===== src/hw/rtl/stack_alu_engine_assert.svh =====
// Assertion macros used by the stack ALU engine datapath.
`ifndef STACK_ALU_ENGINE_ASSERT_SVH
`define STACK_ALU_ENGINE_ASSERT_SVH

// Implication checked on every rising clock edge outside reset.
`define SAE_ASSERT_IMPL(label, clk, rstn, ante, cons, msg) \
    label: assert property (@(posedge clk) disable iff (!rstn) (ante) |-> (cons)) \
        else $error(msg);

// Next-cycle implication checked outside reset.
`define SAE_ASSERT_NEXT(label, clk, rstn, ante, cons, msg) \
    label: assert property (@(posedge clk) disable iff (!rstn) (ante) |=> (cons)) \
        else $error(msg);

`endif


===== src/hw/rtl/sae_pkg.sv =====
package sae_pkg;

    localparam logic [3:0] MODE_PUSH  = 4'd0;
    localparam logic [3:0] MODE_ADD   = 4'd1;
    localparam logic [3:0] MODE_SUB   = 4'd2;
    localparam logic [3:0] MODE_MUL   = 4'd3;
    localparam logic [3:0] MODE_DIV   = 4'd4;
    localparam logic [3:0] MODE_MOD   = 4'd5;
    localparam logic [3:0] MODE_AND   = 4'd6;
    localparam logic [3:0] MODE_OR    = 4'd7;
    localparam logic [3:0] MODE_XOR   = 4'd8;
    localparam logic [3:0] MODE_NOT   = 4'd9;
    localparam logic [3:0] MODE_NAND  = 4'd10;
    localparam logic [3:0] MODE_NOR   = 4'd11;
    localparam logic [3:0] MODE_XNOR  = 4'd12;
    localparam logic [3:0] MODE_POP   = 4'd13;
    localparam logic [3:0] MODE_CLEAR = 4'd14;

    // controller -> datapath
    typedef struct packed {
        logic load;       // latch request, read top
        logic mul_start;  // clear product accumulator
        logic mul_step;   // one 16-bit partial product
        logic div_start;  // set up divider
        logic div_step;   // one quotient bit
        logic commit;     // write result to stack and output
    } sae_cmd_t;

    // datapath -> controller
    typedef struct packed {
        logic is_mul;
        logic is_div;
    } sae_sts_t;

endpackage


===== src/hw/rtl/sae_ctrl.sv =====
module sae_ctrl
    import sae_pkg::*;
(
    input  logic     aclk,
    input  logic     aresetn,
    input  logic     s_valid,
    output logic     s_ready,
    output logic     m_valid,
    input  logic     m_ready,
    input  sae_sts_t sts,
    output sae_cmd_t cmd
);

    localparam logic [2:0] ST_IDLE = 3'd0;
    localparam logic [2:0] ST_DEC  = 3'd1;
    localparam logic [2:0] ST_MUL  = 3'd2;
    localparam logic [2:0] ST_DIV  = 3'd3;
    localparam logic [2:0] ST_DONE = 3'd4;

    logic [2:0] state_reg, state_next;
    logic [5:0] cnt_reg, cnt_next;
    logic       mv_reg, mv_next;

    // Output register frees once the pending result is taken.
    assign s_ready = (state_reg == ST_IDLE) && (!mv_reg || m_ready);
    assign m_valid = mv_reg;

    always_comb begin
        state_next = state_reg;
        cnt_next   = cnt_reg;
        mv_next    = mv_reg && !m_ready;
        cmd        = '0;
        case (state_reg)
            ST_IDLE: begin
                if (s_valid && s_ready) begin
                    cmd.load   = 1'b1;
                    state_next = ST_DEC;
                end
            end
            ST_DEC: begin
                cnt_next = 6'd0;
                if (sts.is_mul) begin
                    cmd.mul_start = 1'b1;
                    state_next    = ST_MUL;
                end else if (sts.is_div) begin
                    cmd.div_start = 1'b1;
                    state_next    = ST_DIV;
                end else begin
                    state_next = ST_DONE;
                end
            end
            ST_MUL: begin
                cmd.mul_step = 1'b1;
                cnt_next     = cnt_reg + 6'd1;
                if (cnt_reg == 6'd3) state_next = ST_DONE;
            end
            ST_DIV: begin
                cmd.div_step = 1'b1;
                cnt_next     = cnt_reg + 6'd1;
                if (cnt_reg == 6'd63) state_next = ST_DONE;
            end
            ST_DONE: begin
                if (!mv_reg || m_ready) begin
                    cmd.commit = 1'b1;
                    mv_next    = 1'b1;
                    state_next = ST_IDLE;
                end
            end
            default: state_next = ST_IDLE;
        endcase
    end

    always_ff @(posedge aclk) begin
        if (!aresetn) begin
            state_reg <= ST_IDLE;
            cnt_reg   <= 6'd0;
            mv_reg    <= 1'b0;
        end else begin
            state_reg <= state_next;
            cnt_reg   <= cnt_next;
            mv_reg    <= mv_next;
        end
    end

endmodule


===== config.mk =====
export PLATFORM = sky130hd
export DESIGN_NAME = sae_ctrl
export DESIGN_NICKNAME = d
export VERILOG_FILES = /design/src/hw/rtl/stack_alu_engine_assert.svh /design/src/hw/rtl/sae_pkg.sv /design/src/hw/rtl/sae_ctrl.sv
export SDC_FILE = /design/constraint.sdc
export NUM_CORES = 1
export LEC_CHECK = 0
export BUFFER_PORTS_ARGS = -buffer_cell sky130_fd_sc_hd__buf_2
export CAP_MARGIN = 5
export CORE_UTILIZATION = 25
export DETAILED_ROUTE_END_ITERATION = 12
export GPL_TIMING_DRIVEN = 0
export HOLD_SLACK_MARGIN = 0.05
export SYNTH_ARGS = -nofsm -noshare
export SYNTH_HDL_FRONTEND = slang
export SYNTH_SLANG_ARGS = --single-unit

===== constraint.sdc =====
create_clock -name aclk -period 2.5 [get_ports aclk]
set_clock_uncertainty 0.15 [all_clocks]
set_input_delay 0.25 -clock aclk [delete_from_list [all_inputs] [get_ports aclk]]
set_output_delay 0.25 -clock aclk [all_outputs]
set_load 0.02 [all_outputs]

==> flow_summary_export.csv <==
group,metric,value,unit
pwr,vdd_drop_max,0.000259,V
critical_path,worstPathRequired,2100,ps
clock_tree,cts-root-buf,"clkbuf_4",
pwr,leakage,0.286,nW
critical_path,worstSetupEndpointType,"primary output",
clock_tree,cts_setup_buffers,0,
placed_design,placed_area,703,sq um
yosys,synth_seq_cells,10,
clock_tree,cts-hold-fix-buffers,0,
yosys,ys_warn_count,0,
routing,wl_met3,45,um
yosys,syn_nets,84,
clock_tree,insertion_delay,260,ps
yosys,synth_area_leader_cell,"dfxtp_1",
floorplan,rows,17,
routing,remaining_drc_errors,0,
finish,drive_gt1_share,21.5,%
routing,ant_nets,0,
routing,met2WireLength,644,um
pwr,sw_frac_of_total,34.2,%
pwr,comb_power_share,31.2,%
floorplan,start_util,27.0,%
floorplan,ios,14,
critical_path,startpoint_type,"flip-flop",
sta,holdWs,112,ps
global_route,grt_pass1_wl,2260,um
clock_tree,cts_resized,0,
global_route,first_global_vias,539,
pwr,pwr-share-clk,26.6,%
yosys,syn_area,603,sq um
placed_design,dp_hpwl,1030,um
sta,postLayoutSetupSlackWorst,539,ps
clock_tree,htreeDepth,1,
run_status,run_status,"finished clean",
finish,final_area,726,sq um
yosys,ys_types,32,
floorplan,dieHeight,51.1,um
sta,slew_viol_final,0,
sta,min_period_over_period,78.4,%
min_path,min_from,"aresetn",
routing,viasPerCell,5.12,
placed_design,dp_cells,118,
finish,stdcell_count,121,
clock_tree,cts_num_sinks,10,
yosys,synth-edff-count,0,
yosys,async_flop_share,0,%
routing,wl_met1,661,um
min_path,min_path_type,"in2reg",
clock_tree,cts_tree,"yes",
routing,detail_route.first_pass.iterations,4,
critical_path,r2r_start,"cnt_reg[0]$_SDFFE_PN0P_",
yosys,synth-main-ff-cell,"dfxtp_1",
critical_path,crit_fanout,9,
placed_design,preCtsSetupSlack,813,ps
global_route,antenna_found_initial,0,
yosys,synth_top_cells_by_area,"dfxtp_1 (33%), o21ai_0 (5.0%), nand2_1 (5.0%)",
critical_path,r2r_setup_slack,1000,ps
routing,drt-wirelength-per-cell,11.3,um
global_route,grt_usage,11.6,%
routing,wirelength,1370,um
critical_path,criticalPathCategory,"reg2out",
clock_tree,clock_path_buffers,2,
global_route,grt_overflow,0,
sta,slew_headroom,72.6,%
floorplan,die-area,2610,sq um
floorplan,core-area,2230,sq um
clock_tree,cts_buffers,3,
routing,routed.top_layer,"met4",
routing,vias,620,
routing,drt-initial-drc-count,24,
placed_design,io_buffers,13,
min_path,min_to,"cnt_reg[5]$_SDFFE_PN0P_",
yosys,ys_seq_area_share,33.2,%
finish,largest_reg_flops,6,
sta,fin_crit,1960,ps
floorplan,die_w,51.1,um
yosys,synthCells,77,
sta,finalSetupTns,0,ps
placed_design,gp_congestion,0.702,
pwr,power.density,572,nW/um^2
sta,setup_violations,0,
pwr,p_int,273,uW
sta,tightest_slew,411,ps
sta,hold_viol,0,
sta,rsz0062_at_grt,"no",
critical_path,r2r-end,"state_reg[0]$_SDFFE_PN0P_",
global_route,grt_max_degree,11,
flow_run,maxCapViolations,0,
critical_path,crit_arrival,1560,ps
clock_tree,cts.clk_slew.worst_paths,60,ps
critical_path,r2r.worst_path.cells,5,
yosys,avgSynthCellArea,7.83,sq um
sta,fmax,510,MHz
pwr,p_seq_share,42.2,%
min_path,hold_depth,3,
finish,antennaDiodeCount,0,
yosys,synth_top_cell_area_share,33.2,%
finish,syn_to_final_growth,20.3,%
finish,final_nets,102,
pwr,p_switching,142,uW
-- cell families (layout without fill, tap and decap cells) --
group,after synthesis,count (layout),synth area share [%]
AO/OA/AOI/OAI,21,21,22.6
adder cells (fa/ha/maj),1,1,2.07
buffers and inverters,6,22,5.39
flip-flops,10,10,33.2
multiplexers,1,1,1.66
AND/OR/NAND/NOR,38,38,35.1
-- cell usage after synthesis, types with 2 or more instances --
| cell type | instances |
|---|---|
| dfxtp_1 | 10 |
| a21boi_0 | 3 |
| nor3_1 | 4 |
| or3_1 | 2 |
| nand3_1 | 5 |
| buf_2 | 2 |
| and2_1 | 2 |
| clkbuf_1 | 2 |
| nand2_1 | 8 |
| nor2_1 | 5 |
| nor2b_1 | 2 |
| o21a_1 | 2 |
| o22ai_1 | 2 |
| o211ai_1 | 2 |
| o21ai_0 | 6 |
| a21boi_1 | 2 |
| nand2b_1 | 3 |
-- area by class of cell --
| cell class | instances | area [sq um] |
|---|---|---|
| well taps | 28 | 35.0 |
| repair buffers | 13 | 65.1 |
| fillers | 253 | 1510 |
| multi-input cells | 61 | 370 |
| inverters | 1 | 3.75 |
| plain buffers | 5 | 28.8 |
| clock buffers | 3 | 22.5 |
| flip-flops and latches | 10 | 200 |
-- routing by layer --
| metal | vias to the layer above | global-route usage [%] |
|---|---|---|
| met1 | 294 | 14.5 |
| met5 | - | 0 |
| li1 | 310 | - |
| met4 | 0 | 5.56 |
| met2 | 14 | 19.1 |
| met3 | 2 | 1.79 |
-- layout by cell type (no fill, tap or decap), types with 2 or more instances in the layout --
| cell | n |
|---|---|
| clkbuf_4 | 3 |
| clkbuf_1 | 2 |
| nand3_1 | 5 |
| or3_1 | 2 |
| buf_2 | 15 |
| nor2_1 | 5 |
| a21boi_1 | 2 |
| nor2b_1 | 2 |
| nor3_1 | 4 |
| o22ai_1 | 2 |
| o21a_1 | 2 |
| and2_1 | 2 |
| o211ai_1 | 2 |
| nand2_1 | 8 |
| a21boi_0 | 3 |
| dfxtp_1 | 10 |
| o21ai_0 | 6 |
| nand2b_1 | 3 |
-- worst max-delay path by stage --
| stage | start | endpoint | slack [ps] | cells after the start |
|---|---|---|---|---|
| finish | state_reg[1]$_SDFFE_PN0P_ | cmd[2] | 540 | 5 |
| global route | state_reg[1]$_SDFFE_PN0P_ | cmd[2] | 450 | 5 |
| CTS | state_reg[1]$_SDFFE_PN0P_ | cmd[2] | 520 | 5 |
| detailed placement | state_reg[1]$_SDFFE_PN0P_ | cmd[2] | 810 | 5 |
| global placement | state_reg[1]$_SDFFE_PN0P_ | cmd[2] | 830 | 5 |
| floorplan | state_reg[0]$_SDFFE_PN0P_ | cmd[5] | 760 | 5 |
-- metrics by stage --
step	total power, mW	utilization, %
2_1_floorplan	0.271	-
3_3_place_gp	0.308	31.5
3_5_place_dp	0.309	31.5
4_1_cts	0.420	32.5
5_1_grt	0.439	32.5
6_report	0.415	32.5
-- power groups by stage --
stage	clock network [mW]	registers, mW	logic, mW
floorplan	0	0.179	0.0924
global placement	0	0.179	0.130
detailed placement	0	0.179	0.130
CTS	0.114	0.175	0.130
global route	0.119	0.177	0.144
finish	0.110	0.175	0.130
-- critical path, cell delays in order, from the launching register on --
cell	delay, ps
dfxtp_1	300
buf_6	130
or3b_1	360
buf_2	170
nor3b_2	160
buf_2	170
(Power assumes the default switching activity.)
